File: config.mk
export PLATFORM = sky130hd
export DESIGN_NAME = traction_notch_controller_unit
export DESIGN_NICKNAME = d
export VERILOG_FILES = /design/src/hw/rtl/tnc_pkg.sv /design/src/hw/rtl/tnc_state.sv /design/src/hw/rtl/tnc_split.sv /design/src/hw/rtl/traction_notch_controller_unit.sv
export SDC_FILE = /design/constraint.sdc
export NUM_CORES = 1
export LEC_CHECK = 0
export ABC_AREA = 0
export BUFFER_PORTS_ARGS = -buffer_cell sky130_fd_sc_hd__buf_2
export CORE_ASPECT_RATIO = 0.9
export CORE_MARGIN = 2
export CORE_UTILIZATION = 50
export CTS_CLUSTER_DIAMETER = 80
export DETAILED_ROUTE_END_ITERATION = 8
export PLACE_DENSITY = 0.72
export SLEW_MARGIN = 20
export SYNTH_ARGS = -nofsm -noshare
export SYNTH_HDL_FRONTEND = slang
export SYNTH_SLANG_ARGS = --single-unit
File: constraint.sdc
create_clock -name clk -period 6.7 [get_ports clk]
set_input_delay 0.67 -clock clk [delete_from_list [all_inputs] [get_ports clk]]
set_output_delay 0.67 -clock clk [all_outputs]
set_load 0.02 [all_outputs]
File: src/hw/rtl/tnc_pkg.sv
`default_nettype none
package tnc_pkg;

	localparam int NUM_POSITIONS_DEF = 6;
	localparam int POS_POWER_LAST = 6;
	localparam int POS_MIN_SPEED_LAST = 5;

	localparam int MOTION_STOPPED = -2;
	localparam int MOTION_IDLE = -1;
	localparam int MOTION_RESET = 0;

	localparam logic [2:0] FN_TICK = 3'd0;
	localparam logic [2:0] FN_READY = 3'd1;
	localparam logic [2:0] FN_UP = 3'd2;
	localparam logic [2:0] FN_RESET = 3'd3;
	localparam logic [2:0] FN_DOWN = 3'd4;
	localparam logic [2:0] FN_REVERSE = 3'd5;
	localparam logic [2:0] FN_BALANCE = 3'd6;

	localparam logic [1:0] DRV_OFF = 2'd0;
	localparam logic [1:0] DRV_FWD = 2'd1;
	localparam logic [1:0] DRV_BWD = 2'd2;

	localparam logic [1:0] ERR_NONE = 2'd0;
	localparam logic [1:0] ERR_NOT_READY = 2'd1;
	localparam logic [1:0] ERR_SLOW = 2'd2;
	localparam logic [1:0] ERR_REVERSE = 2'd3;

	localparam logic [2:0] IND_OFF = 3'd0;
	localparam logic [2:0] IND_IDLE = 3'd1;
	localparam logic [2:0] IND_RESET = 3'd2;
	localparam logic [2:0] IND_PULSE = 3'd3;
	localparam logic [2:0] IND_STEADY = 3'd4;

	localparam logic REG_BALANCE_OFFSET = 1'b0;
	localparam logic REG_STOP_SPEED = 1'b1;

	localparam logic signed [7:0] BALANCE_OFFSET_RST = 8'sd0;
	localparam logic [7:0] STOP_SPEED_RST = 8'd2;

	// x / 100 as (x * 5243) >> 19, exact for x below 43699
	localparam logic [12:0] DIV100_MUL = 13'd5243;
	localparam int DIV100_SHIFT = 19;

	localparam logic [6:0] POS_POWER [0:6] = '{7'd0, 7'd46, 7'd50, 7'd57, 7'd67, 7'd78, 7'd100};
	localparam logic [7:0] POS_MIN_SPEED [0:5] = '{8'd0, 8'd2, 8'd7, 8'd12, 8'd17, 8'd20};

	typedef struct packed {
		logic [2:0] func;
		logic [7:0] speed;
		logic contact_level;
		logic [15:0] hold_count;
		logic signed [7:0] balance_value;
	} req_t;

	typedef struct packed {
		logic signed [3:0] motion_code;
		logic ready_flag;
		logic reverse_flag;
		logic [6:0] left_pct;
		logic [6:0] right_pct;
		logic [1:0] motor_drive;
		logic [1:0] error_code;
		logic [2:0] traction_indication;
	} res_t;

	typedef struct packed {
		logic signed [3:0] motion_code;
		logic ready;
		logic reverse;
		logic [6:0] power;
		logic [6:0] mag;
		logic bal_pos;
		logic [1:0] drive;
		logic [1:0] err;
		logic [2:0] ind;
	} snap_t;

	function automatic logic [6:0] power_of(input int pos);
		logic [2:0] idx;
		begin
			if (pos < 0) idx = 3'd0;
			else if (pos > POS_POWER_LAST) idx = 3'(POS_POWER_LAST);
			else idx = 3'(pos);
			return POS_POWER[idx];
		end
	endfunction

	function automatic logic [7:0] min_speed_of(input int pos);
		logic [2:0] idx;
		begin
			if (pos < 0) idx = 3'd0;
			else if (pos > POS_MIN_SPEED_LAST) idx = 3'(POS_MIN_SPEED_LAST);
			else idx = 3'(pos);
			return POS_MIN_SPEED[idx];
		end
	endfunction

	function automatic logic signed [7:0] sat100(input logic signed [8:0] v);
		begin
			if (v > 9'sd100) return 8'sd100;
			else if (v < -9'sd100) return -8'sd100;
			else return 8'(v);
		end
	endfunction

endpackage
`default_nettype wire

File: src/hw/rtl/tnc_state.sv
`default_nettype none
module tnc_state #(
	parameter int NUM_POSITIONS = tnc_pkg::NUM_POSITIONS_DEF
) (
	input wire logic clk,
	input wire logic arst_n,
	input wire logic upd,
	input wire logic en,
	input wire tnc_pkg::req_t req_s1,
	input wire logic signed [7:0] balance_offset,
	input wire logic [7:0] stop_speed,
	output tnc_pkg::snap_t snap_s2
);

	localparam int MW = $clog2(NUM_POSITIONS + 1) + 1;
	localparam logic signed [MW-1:0] M_STOP = MW'(tnc_pkg::MOTION_STOPPED);
	localparam logic signed [MW-1:0] M_IDLE = MW'(tnc_pkg::MOTION_IDLE);
	localparam logic signed [MW-1:0] M_RESET = MW'(tnc_pkg::MOTION_RESET);
	localparam logic signed [MW-1:0] M_ONE = MW'(1);
	localparam logic signed [MW-1:0] M_TOP = MW'(NUM_POSITIONS);

	logic signed [MW-1:0] motion_q, nxt_motion;
	logic ready_q, nxt_ready;
	logic reverse_q, nxt_reverse;
	logic [6:0] power_q, nxt_power;
	logic signed [7:0] balance_q, nxt_balance;
	logic [1:0] drive_q, nxt_drive;
	logic [1:0] err;
	logic signed [8:0] eff;
	logic signed [7:0] b;
	logic signed [7:0] b_neg;
	logic [2:0] ind;

	always_comb begin
		nxt_motion = motion_q;
		nxt_ready = ready_q;
		nxt_reverse = reverse_q;
		nxt_power = power_q;
		nxt_balance = balance_q;
		nxt_drive = drive_q;
		err = tnc_pkg::ERR_NONE;
		unique case (req_s1.func)
			tnc_pkg::FN_TICK: begin
				if (nxt_motion == M_RESET && req_s1.speed == stop_speed) begin
					nxt_drive = tnc_pkg::DRV_OFF;
					nxt_motion = M_STOP;
				end
				if (nxt_motion == M_STOP && req_s1.speed > stop_speed)
					nxt_motion = M_IDLE;
				if (nxt_motion == M_IDLE && req_s1.speed <= stop_speed)
					nxt_motion = M_STOP;
			end
			tnc_pkg::FN_READY: begin
				nxt_ready = ~req_s1.contact_level;
				if (req_s1.contact_level && motion_q >= M_ONE) begin
					nxt_motion = M_RESET;
					nxt_power = tnc_pkg::power_of(tnc_pkg::MOTION_RESET);
				end
			end
			tnc_pkg::FN_UP: begin
				if (!ready_q)
					err = tnc_pkg::ERR_NOT_READY;
				else if (motion_q >= M_ONE && motion_q < M_TOP &&
						req_s1.speed < tnc_pkg::min_speed_of(int'(motion_q)))
					err = tnc_pkg::ERR_SLOW;
				else if (motion_q <= M_IDLE) begin
					nxt_drive = reverse_q ? tnc_pkg::DRV_BWD : tnc_pkg::DRV_FWD;
					nxt_motion = M_ONE;
					nxt_power = tnc_pkg::power_of(1);
				end else if (motion_q < M_TOP) begin
					nxt_motion = motion_q + M_ONE;
					nxt_power = tnc_pkg::power_of(int'(motion_q) + 1);
				end else begin
					nxt_power = tnc_pkg::power_of(int'(motion_q));
				end
			end
			tnc_pkg::FN_RESET: begin
				if (!ready_q)
					err = tnc_pkg::ERR_NOT_READY;
				else if (motion_q >= M_ONE) begin
					nxt_motion = M_RESET;
					nxt_power = tnc_pkg::power_of(tnc_pkg::MOTION_RESET);
				end
			end
			tnc_pkg::FN_DOWN: begin
				if (!ready_q)
					err = tnc_pkg::ERR_NOT_READY;
				else if (motion_q >= M_ONE) begin
					nxt_motion = motion_q - M_ONE;
					nxt_power = tnc_pkg::power_of(int'(motion_q) - 1);
				end
			end
			tnc_pkg::FN_REVERSE: begin
				if (!ready_q)
					err = tnc_pkg::ERR_NOT_READY;
				else if (req_s1.hold_count <= 16'd1) begin
					if (motion_q > M_STOP)
						err = tnc_pkg::ERR_REVERSE;
					else
						nxt_reverse = ~reverse_q;
				end
			end
			tnc_pkg::FN_BALANCE: begin
				nxt_balance = tnc_pkg::sat100(9'(req_s1.balance_value));
			end
			default: begin
			end
		endcase
	end

	always_comb begin
		eff = 9'(nxt_balance) - 9'(balance_offset);
		b = tnc_pkg::sat100(eff);
		b_neg = -b;
		if (nxt_motion == M_STOP) ind = tnc_pkg::IND_OFF;
		else if (nxt_motion == M_IDLE) ind = tnc_pkg::IND_IDLE;
		else if (nxt_motion == M_RESET) ind = tnc_pkg::IND_RESET;
		else if (nxt_motion < M_TOP) ind = tnc_pkg::IND_PULSE;
		else ind = tnc_pkg::IND_STEADY;
	end

	always_ff @(posedge clk or negedge arst_n) begin
		if (!arst_n) begin
			motion_q <= M_STOP;
			ready_q <= 1'b0;
			reverse_q <= 1'b0;
			power_q <= '0;
			balance_q <= '0;
			drive_q <= tnc_pkg::DRV_OFF;
		end else if (upd) begin
			motion_q <= nxt_motion;
			ready_q <= nxt_ready;
			reverse_q <= nxt_reverse;
			power_q <= nxt_power;
			balance_q <= nxt_balance;
			drive_q <= nxt_drive;
		end
	end

	always_ff @(posedge clk) begin
		if (en) begin
			snap_s2.motion_code <= 4'(nxt_motion);
			snap_s2.ready <= nxt_ready;
			snap_s2.reverse <= nxt_reverse;
			snap_s2.power <= nxt_power;
			snap_s2.mag <= b[7] ? b_neg[6:0] : b[6:0];
			snap_s2.bal_pos <= ~b[7] && (b != 8'sd0);
			snap_s2.drive <= nxt_drive;
			snap_s2.err <= err;
			snap_s2.ind <= ind;
		end
	end

endmodule
`default_nettype wire

File: src/hw/rtl/tnc_split.sv
`default_nettype none
module tnc_split (
	input wire logic clk,
	input wire logic en,
	input wire tnc_pkg::snap_t snap_s2,
	output tnc_pkg::res_t res
);

	tnc_pkg::snap_t snap_s3;
	logic [13:0] prod_s3;
	logic [26:0] scaled;
	logic [6:0] cut;
	logic [6:0] reduced;

	// mag * power <= 10000
	always_ff @(posedge clk) begin
		if (en) begin
			snap_s3 <= snap_s2;
			prod_s3 <= 14'(snap_s2.mag) * 14'(snap_s2.power);
		end
	end

	always_comb begin
		scaled = 27'(prod_s3) * 27'(tnc_pkg::DIV100_MUL);
		cut = scaled[tnc_pkg::DIV100_SHIFT +: 7];
		reduced = snap_s3.power - cut;
		res.motion_code = snap_s3.motion_code;
		res.ready_flag = snap_s3.ready;
		res.reverse_flag = snap_s3.reverse;
		res.left_pct = snap_s3.bal_pos ? reduced : snap_s3.power;
		res.right_pct = snap_s3.bal_pos ? snap_s3.power : reduced;
		res.motor_drive = snap_s3.drive;
		res.error_code = snap_s3.err;
		res.traction_indication = snap_s3.ind;
	end

endmodule
`default_nettype wire

File: src/hw/rtl/traction_notch_controller_unit.sv
// channel   | handshake              | payload
// request   | req_valid / req_stall  | req   (tnc_pkg::req_t)
// result    | res_valid / res_stall  | res   (tnc_pkg::res_t)
// config    | cfg_we                 | cfg_addr, cfg_wdata
//
// One request per cycle while no result is stalled; the accepting edge
// loads the input register, then the state update, the product and the
// result register load in turn. arst_n clears the valid bits, the traction
// state and the configuration registers. A stalled result freezes the whole
// pipe; req_stall is res_stall while a result is waiting.
`default_nettype none
module traction_notch_controller_unit #(
	parameter int NUM_POSITIONS = tnc_pkg::NUM_POSITIONS_DEF
) (
	input wire logic clk,
	input wire logic arst_n,
	input wire logic req_valid,
	output logic req_stall,
	input wire tnc_pkg::req_t req,
	output logic res_valid,
	input wire logic res_stall,
	output tnc_pkg::res_t res,
	input wire logic cfg_we,
	input wire logic cfg_addr,
	input wire logic [7:0] cfg_wdata
);

	logic adv;
	logic v_s1_q, v_s2_q, v_s3_q;
	tnc_pkg::req_t req_s1;
	tnc_pkg::snap_t snap_s2;
	tnc_pkg::res_t res_nxt;
	logic signed [7:0] balance_offset_q;
	logic [7:0] stop_speed_q;

	assign adv = !(res_valid && res_stall);
	assign req_stall = !adv;

	always_ff @(posedge clk or negedge arst_n) begin
		if (!arst_n) begin
			balance_offset_q <= tnc_pkg::BALANCE_OFFSET_RST;
			stop_speed_q <= tnc_pkg::STOP_SPEED_RST;
		end else if (cfg_we) begin
			unique case (cfg_addr)
				tnc_pkg::REG_BALANCE_OFFSET: balance_offset_q <= cfg_wdata;
				tnc_pkg::REG_STOP_SPEED: stop_speed_q <= cfg_wdata;
			endcase
		end
	end

	always_ff @(posedge clk or negedge arst_n) begin
		if (!arst_n) begin
			v_s1_q <= 1'b0;
			v_s2_q <= 1'b0;
			v_s3_q <= 1'b0;
			res_valid <= 1'b0;
		end else if (adv) begin
			v_s1_q <= req_valid;
			v_s2_q <= v_s1_q;
			v_s3_q <= v_s2_q;
			res_valid <= v_s3_q;
		end
	end

	always_ff @(posedge clk) begin
		if (adv) begin
			req_s1 <= req;
			res <= res_nxt;
		end
	end

	tnc_state #(
		.NUM_POSITIONS(NUM_POSITIONS)
	) u_state (
		.clk(clk),
		.arst_n(arst_n),
		.upd(v_s1_q && adv),
		.en(adv),
		.req_s1(req_s1),
		.balance_offset(balance_offset_q),
		.stop_speed(stop_speed_q),
		.snap_s2(snap_s2)
	);

	tnc_split u_split (
		.clk(clk),
		.en(adv),
		.snap_s2(snap_s2),
		.res(res_nxt)
	);

	a_accept_fills: assert property (@(posedge clk) disable iff (!arst_n)
		(req_valid && !req_stall) |=> v_s1_q)
		else $error("accepted request not captured");

	a_result_source: assert property (@(posedge clk) disable iff (!arst_n)
		$rose(res_valid) |-> $past(v_s3_q))
		else $error("result without request in flight");

	a_no_power_at_rest: assert property (@(posedge clk) disable iff (!arst_n)
		(res_valid && (res.traction_indication == tnc_pkg::IND_OFF ||
			res.traction_indication == tnc_pkg::IND_IDLE ||
			res.traction_indication == tnc_pkg::IND_RESET))
		|-> (res.left_pct == 7'd0 && res.right_pct == 7'd0))
		else $error("power while not at a position");

	a_power_range: assert property (@(posedge clk) disable iff (!arst_n)
		res_valid |-> (res.left_pct <= 7'd100 && res.right_pct <= 7'd100))
		else $error("motor power out of range");

endmodule
`default_nettype wire

* After elaboration in Yosys (flattened, before gate mapping) *
Memory sizes are Yosys's and may differ from the RTL's.
Cells that the tools add are included.

operators by class
  add/sub/neg operators = 7
  multipliers = 2
  magnitude comparators = 24
  equal/unequal tests = 11
  mux-type cells = 85
  bitwise logic cells = 8
  reduce and logical (&&, ||, !) cells = 19

operators by type and width
  cell                                                                                number
  7-bit two-way mux                                                                   18
  3-bit two-way mux                                                                   24
  32-bit by 4-bit greater-than comparator with 1-bit output (second input constant)   2
  32-bit by 1-bit < comparator with 1-bit output (second input constant)              2
  4-bit two-way mux                                                                   14
  8-bit two-way mux                                                                   7
  7-bit one-hot mux with 4 select lines                                               1
  14-bit by 13-bit multiplier with 26-bit output (second input constant)              1
  2-bit two-way mux                                                                   11
  4-bit one-hot mux with 5 select lines                                               1
  4-bit greater-or-equal comparator (second input constant)                           4
  16-bit by 1-bit less-or-equal comparator with 1-bit output (second input constant)  1
  3-bit inverter with 4-bit output                                                    4
  7-bit by 7-bit multiplier with 14-bit output                                        1
  3-bit equality test (second input constant)                                         3
  9-bit by 8-bit greater-than comparator with 1-bit output (second input constant)    1
  1-bit logical AND                                                                   9
  9-bit by 8-bit < comparator with 1-bit output (second input constant)               1
  8-bit by 8-bit subtractor with 9-bit output                                         1
  4-bit by 1-bit equality test with 1-bit output (second input constant)              2
  4-bit by 2-bit equality test with 1-bit output (second input constant)              2
  8-bit equality test                                                                 1
  4-bit greater-than comparator (second input constant)                               2
  8-bit greater-than comparator                                                       1
  other kinds (28)                                                                    42

storage, ports and cells
  register bits after elaboration = 169
  bits in read-only memories = 232
  bits of input ports = 50
  output and inout port bits = 29
  memories = 4

memories
  name             depth  width  read ports  clocked after memory_dff  write ports  line           RTL
  (no name shown)  8      8      1           0                         0            tnc_pkg.sv:95  return POS_MIN_SPEED[idx];
  (no name shown)  8      7      1           0                         0            tnc_pkg.sv:85  return POS_POWER[idx];
  (no name shown)  8      7      1           0                         0            tnc_pkg.sv:85
  (no name shown)  8      7      1           0                         0            tnc_pkg.sv:85

* Longest topological paths before layout *
Gate-level depths: netlist (run 1).

  word-level depth = 23
  mapped depth = 28

* Hierarchy *
A second synthesis (run 1) with hierarchy kept.

unflattened totals
  cell total of the unflattened synthesis = 1252
  area, all modules = 13630.6 µm²

by module, submodules not included
  module                          instances  cells an instance  area an instance (µm²)  sequential area each (µm²)
  tnc_split                       1          635                6444.9                  1051.0
  tnc_state                       1          507                4493.1                  1420.1
  traction_notch_controller_unit  1          110                2692.6                  2393.5

* Worst setup path after synthesis (run 1) *
OpenSTA, ideal clock, no wires.

  kind = register to register
  start = register u_split.prod_s3[8]
  end = register res[13] (netlist bit), data pin
  setup time = 0.269 ns
  arrival time = 5.833 ns
  path slack = 0.599 ns
  stages on the path, launching flop included = 26
  period minus slack after synthesis = 6.101 ns
  cells stage by stage = edfxtp_1 > ha_1 > fa_1 > fa_1 > inv_1 > fa_1 > fa_1 > inv_1 > ha_1 > a21oi_1 > o21ai_0 > o21a_1 > o21ai_0 > a21oi_1 > a21oi_1 > xnor2_1 > ha_1 > inv_1 > fa_1 > a21o_1 > a21oi_1 > o21bai_1 > a21oi_1 > xnor2_1 > and3_1 > o31ai_1

RTL lines
  item                      line                                  RTL
  start: declaration        tnc_split.sv:10                       logic [13:0] prod_s3;
  start signal: assignment  tnc_split.sv:19                       prod_s3 <= 14'(snap_s2.mag) * 14'(snap_s2.power);
  end signal: assignment    traction_notch_controller_unit.sv:68  res <= res_nxt;
  end: declaration          traction_notch_controller_unit.sv:22  output tnc_pkg::res_t res,

==> results.sh, run 1 <==
export IMPL_clk_latency_ns=0.43
export IMPL_clock_sinks=168
export IMPL_dp_cells=1663
export IMPL_fin_worst_skew_ns=0.0118
export IMPL_synth_area_um2=13300
export IMPL_crit_type="flop to flop"
export IMPL_finalNonFillerCells=1702
export IMPL_num_antenna_cells=0
export IMPL_yosysWarningCount=0
export IMPL_relSlewSlack_pct=32.0
export IMPL_ys_top_cells_by_count="193 x inv_1, 173 x ha_1, 144 x nand2_1"
export IMPL_cpPeakStageDelay_ns=0.54
export IMPL_antenna_found_initial=0
export IMPL_yosysMostFrequentCell="inv_1"
export IMPL_hp_class="input pin to async pin"
export IMPL_crit_top_cell="fa_1"
export IMPL_ant_nets=0
export IMPL_max_freq_ghz=0.157
export IMPL_worst_pin_slew_ns=1.02
export IMPL_post_route_period_util_pct=95.3
export IMPL_cts_buffers=17
export IMPL_drive_gt1_share_pct=13.9
export IMPL_io_pins=79
export IMPL_worstPathRequired_ns=6.86
export IMPL_slowest_stage="fa_1"
export IMPL_final_util_pct=56.5
export IMPL_cts_tree="built"
export IMPL_dieArea_um2=27800
export IMPL_firstDrtPassIters=5
export IMPL_cap_violations=0
export IMPL_seq_area_frac_synth_pct=36.5
export IMPL_syn_area_per_cell_um2=10.6
export IMPL_die_y_um=158
export IMPL_synth_edf_count=125
export IMPL_crit_chain="fa_1 -> ha_1 -> inv_1 -> fa_1 -> fa_1 -> fa_1 -> inv_1 -> ha_1 -> a21o_1 -> a221oi_1 -> nand4b_1 -> a311oi_1 -> nor2_1 -> a21oi_1 -> xnor2_1 -> ha_1 -> a21oi_2 -> o21bai_1 -> a21oi_2 -> xnor2_1 -> and3_1 -> o31ai_1"
export IMPL_die_w_um=176
export IMPL_arrival_ns=6.55
export IMPL_placement_rows=56
export IMPL_grt_max_degree=67
export IMPL_slew_viol_final=0
export IMPL_synthCells=1251
export IMPL_synth_distinct_cells=85
export IMPL_drt_total_wl_um=26200
export IMPL_status="complete, no violations"
export IMPL_synth_main_ff_cell="edfxtp_1"
export IMPL_viasPerCell=5.43
export IMPL_post_route_min_period_ns=6.39
export IMPL_track_usage_pct=20.2
export IMPL_cts_max_level=4
export IMPL_dr_first_iter_drc_count=567
export IMPL_numPortBuffers=77
export IMPL_grt_pass1_vias=9250
export IMPL_start_util_pct=50.8
export IMPL_dpl_hpwl_um=20500
export IMPL_yosysTopAreaCellShare_pct=28.3
export IMPL_cp_top_family="adder cells"
export IMPL_fillers=2244
export IMPL_syn_num_nets=1562
export IMPL_regArea_um2=4830
export IMPL_core_area_um2=26100
export IMPL_vias=9236
export IMPL_ys_seq_elements=168
export IMPL_gp_congestion=0.936
export IMPL_hold_violations=0
export IMPL_grt_pass1_wl_um=44400
export IMPL_critical_path_buf_inv_count=2
export IMPL_synth_largest_area_cell="edfxtp_1"
export IMPL_cts_clk_slew_worst_paths_ns=0.07
export IMPL_setup_violations=0
export IMPL_cp_end_kind="flop"
export IMPL_multi_input_area_um2=7610
export IMPL_clk_path_buf_depth=2
export IMPL_rr_worst_depth=22
export IMPL_synthArstFlopShare_pct=25.6
export IMPL_overflow=0
export IMPL_startpoint_type="flop"
export IMPL_synthToLayoutAreaGrowth_pct=11.2
export IMPL_drc_errors=0
export IMPL_cts_hold_buf=0
export IMPL_wl_per_cell_um=15.4
export IMPL_r2r_slack_ns=0.31
export IMPL_final_nets=1652
export IMPL_ys_top_cells_by_area="edfxtp_1 28%, ha_1 16%, fa_1 13%"
export IMPL_cts_root_buf="clkbuf_16"
export IMPL_crit_cells=22
export IMPL_critPathMaxFanout=6
==> layout make-up <==
class                           instances  share of cell area, %
Sequential cell                       168                   32.8
Timing Repair Buffer                   98                   3.70
Clock buffer                           19                   3.01
Inverter                              196                   4.99
Tap cell                              348                   2.95
Clock inverter                         13                  0.917
Multi-Input combinational cell        860                   51.6
==> sequential cells by signal, indices dropped and copies added, names as in the netlist, 2 cells and up <==
name               flops
u_state.drive_q        2
u_state.snap_s2       28
res                   27
u_split.res           13
u_split.snap_s3        8
stop_speed_q           8
req_s1                35
u_state.motion_q       4
u_state.balance_q      8
u_split.prod_s3       14
u_state.power_q        7
balance_offset_q       8
==> timing repair <==
item                                    CTS  global route
setup buffers                             0             7
endpoints found under the setup margin    0             2
gates resized for setup                   0             8
endpoints found under the hold margin     0             0
==> placed cells by master, fill, tap and decap left out, types with 5 or more instances in the layout <==
master / n
o21ai_0: 44
buf_4: 22
dfrtp_1: 39
ha_1: 172
nand2b_1: 9
inv_1: 192
nor4_1: 5
mux2_2: 22
nand2_1: 143
o21ai_1: 5
o22ai_1: 9
o211ai_1: 9
clkbuf_16: 17
a211oi_1: 10
buf_2: 76
edfxtp_1: 125
xor2_1: 9
xnor2_1: 28
o31ai_1: 6
a21oi_1: 56
or3_1: 5
nand3_1: 17
o21a_1: 8
nor2_1: 45
a21o_1: 19
and2_1: 25
nor3_1: 13
nor2b_1: 15
fa_1: 87
==> path summary, 6_finish.rpt <==
| kind | startpoint | endpoint |
|---|---|---|
| hold reg to reg | u_split.res[6] | res[6] |
| setup reg to reg | u_split.prod_s3[11] | res[13] |
| min in group clk | req[31] | req_s1[31] |
| setup / recovery | u_split.prod_s3[11] | res[13] |
| hold / removal | arst_n | balance_offset_q[6] |
| max in group asynchronous | arst_n | u_state.reverse_q |
==> cell families after synthesis <==
| logic type | Yosys count | share of synthesized area, % |
|---|---|---|
| AO/OA/AOI/OAI | 229 | 11.8 |
| XOR/XNOR | 37 | 2.45 |
| adder cells (fa/ha/maj) | 261 | 29.6 |
| buffers and inverters | 223 | 6.35 |
| flip-flops | 168 | 36.5 |
| multiplexers | 26 | 2.17 |
| AND/OR/NAND/NOR | 307 | 11.1 |
==> per-stage QoR <==
| step | setup WS (ns) | TNS [ns] | area (µm²) | hold WS (ns) |
|---|---|---|---|---|
| 4_1_cts | 0.0326 | 0 | 14700 | 0.393 |
| 3_5_place_dp | 0.0591 | 0 | 14100 | 0.405 |
| 3_3_place_gp | 0.134 | 0 | 14100 | 0.403 |
| 5_1_grt | -0.0144 | -0.0144 | 14700 | 0.277 |
| 6_report | 0.314 | 0 | 14700 | 0.240 |
| 2_1_floorplan | 0.599 | 0 | 13300 | 0.374 |
==> metal layers <==
metal	GRT usage [%]	up-vias	wire [µm]
met4	5.55	0	402
met3	3.39	34	1200
met2	33.3	225	12200
met5	0	-	0
met1	27.7	4478	12400
li1	-	4499	-
Power of run 1 is left out: the tool's default activity adds up to more than one toggle a clock period on the data nets, which glitch-free logic cannot reach.
==> inputs of run 2 (changes only) <==
--- a/config.mk
+++ b/config.mk
@@ -10,6 +10,7 @@
 export CORE_ASPECT_RATIO = 0.9
 export CORE_MARGIN = 2
 export CORE_UTILIZATION = 50
+export CTS_BUF_LIST = sky130_fd_sc_hd__clkbuf_2 sky130_fd_sc_hd__clkbuf_4 sky130_fd_sc_hd__clkbuf_8
 export CTS_CLUSTER_DIAMETER = 80
 export DETAILED_ROUTE_END_ITERATION = 8
 export PLACE_DENSITY = 0.72
==> run 2 against run 1 <==
Compared with the run above:
- count of clock-buffer cells in the layout unchanged
- flip-flop and latch count unchanged
- die area unchanged
- first-iteration DRC count increased by 1.9%
- clock skew increased by 0.0081 ns
- critical path type unchanged
- largest cell class unchanged
==> results.sh, run 2 (same netlist as run 1, synthesis figures left out) <==
export IMPL_drc_errors=0
export IMPL_placement_rows=56
export IMPL_finalNonFillerCells=1703
export IMPL_hp_class="input pin to async pin"
export IMPL_antenna_found_initial=0
export IMPL_cts_root_buf="clkbuf_8"
export IMPL_synthToLayoutAreaGrowth_pct=9.85
export IMPL_cts_tree="built"
export IMPL_final_nets=1653
export IMPL_io_pins=79
export IMPL_gp_congestion=0.936
export IMPL_cap_violations=0
export IMPL_clock_sinks=168
export IMPL_firstDrtPassIters=5
export IMPL_tns_ns=0
export IMPL_grt_pass1_vias=9232
export IMPL_relSlewSlack_pct=33.0
export IMPL_grt_pass1_wl_um=44000
export IMPL_dieArea_um2=27800
export IMPL_grt_max_degree=67
export IMPL_clk_path_buf_depth=2
export IMPL_setup_violations=0
export IMPL_cts_clk_slew_worst_paths_ns=0.10
export IMPL_viasPerCell=5.41
export IMPL_post_route_min_period_ns=6.38
export IMPL_final_cell_mix="192 x inv_1, 172 x ha_1, 143 x nand2_1, 125 x edfxtp_1, 87 x fa_1"
export IMPL_fillers=2271
export IMPL_reg_largest_list="req_s1 x35, u_state.snap_s2 x28, res x27"
export IMPL_drt_total_wl_um=25900
export IMPL_startpoint_type="flop"
export IMPL_worstPathRequired_ns=6.88
export IMPL_track_usage_pct=19.9
export IMPL_ant_nets=0
export IMPL_wl_per_cell_um=15.2
export IMPL_cts_buffers=17
export IMPL_core_area_um2=26100
export IMPL_vias=9208
export IMPL_mostFrequentLayoutCell="inv_1"
export IMPL_numPortBuffers=77
export IMPL_crit_type="flop to flop"
export IMPL_start_util_pct=50.8
export IMPL_dpl_hpwl_um=20500
export IMPL_cts_max_level=4
export IMPL_post_route_period_util_pct=95.2
export IMPL_max_freq_ghz=0.157
export IMPL_die_w_um=176
export IMPL_cp_end_kind="flop"
export IMPL_dp_cells=1663
export IMPL_fin_worst_skew_ns=0.0199
export IMPL_overflow=0
export IMPL_regMostFlops="req_s1"
export IMPL_worst_pin_slew_ns=1.00
export IMPL_clk_latency_ns=0.45
export IMPL_critPathMaxFanout=6
export IMPL_cts_hold_buf=0
export IMPL_dr_first_iter_drc_count=578
export IMPL_largest_register_ffs=35
export IMPL_arrival_ns=6.56
export IMPL_die_y_um=158
export IMPL_num_antenna_cells=0
export IMPL_hold_violations=0
export IMPL_status="complete, no violations"
export IMPL_slew_viol_final=0
export IMPL_drive_gt1_share_pct=14.0
## run 2: timing repair
action                                 in CTS  in global routing
resized for setup                           0                  8
setup endpoints to repair                   0                  2
setup buffers                               0                  8
endpoints found under the hold margin       0                  0
## run 2: area by class of cell
type / instances / area, µm² / share of cell area (%)
Tap cell: 348 / 435 / 2.99
Inverter: 196 / 736 / 5.05
Multi-Input combinational cell: 860 / 7610 / 52.3
Clock buffer: 19 / 255 / 1.75
Clock inverter: 13 / 135 / 0.928
Timing Repair Buffer: 99 / 553 / 3.80
Sequential cell: 168 / 4830 / 33.2
## run 2: worst max-delay path, cell delays in order (launching register included)
cell      delay (ns)
edfxtp_1        0.54
fa_1            0.54
ha_1            0.31
inv_1           0.07
fa_1            0.44
fa_1            0.52
fa_1            0.54
inv_1           0.05
ha_1            0.33
a21o_1          0.20
a221oi_1        0.38
nand4b_1        0.18
a311oi_1        0.32
nor2_1          0.12
a21oi_1         0.24
xnor2_1         0.18
ha_1            0.31
a21oi_2         0.16
o21bai_1        0.10
a21oi_2         0.16
xnor2_1         0.14
and3_1          0.20
o31ai_1         0.06
## run 2: path summary, 6_finish.rpt
path	from	endpoint	slack, ns	cells past startpoint
setup / recovery	u_split.prod_s3[11]	res[13]	0.32	22
hold / removal	arst_n	balance_offset_q[6]	0.22	1
setup reg to reg	u_split.prod_s3[11]	res[13]	0.32	22
hold reg to reg	u_split.res[6]	res[6]	0.42	0
max in group asynchronous	arst_n	u_state.power_q[1]	6.06	1
min in group clk	req[31]	req_s1[31]	0.39	1
## run 2: metal layers
layer / global-route usage [%] / wire length [µm] / vias up / part of all wire [%]
met2: 33.0 / 12000 / 247 / 46
met3: 3.06 / 1290 / 28 / 5.0
met1: 27.7 / 12300 / 4441 / 47
met5: 0 / 0 / - / 0
li1: - / - / 4492 / -
met4: 4.57 / 354 / 0 / 1.4
## run 2: through the flow
stage | setup slack, ns | utilization, % | area, µm² | hold WS [ns]
finish | 0.323 | 55.8 | 14600 | 0.216
global route | -0.0169 | 55.8 | 14600 | 0.235
CTS | 0.0333 | 55.5 | 14500 | 0.363
detailed placement | 0.0591 | 54.0 | 14100 | 0.405
global placement | 0.134 | 54.0 | 14100 | 0.403
floorplan | 0.599 | - | 13300 | 0.374
Power of run 2 is left out for the same reason.
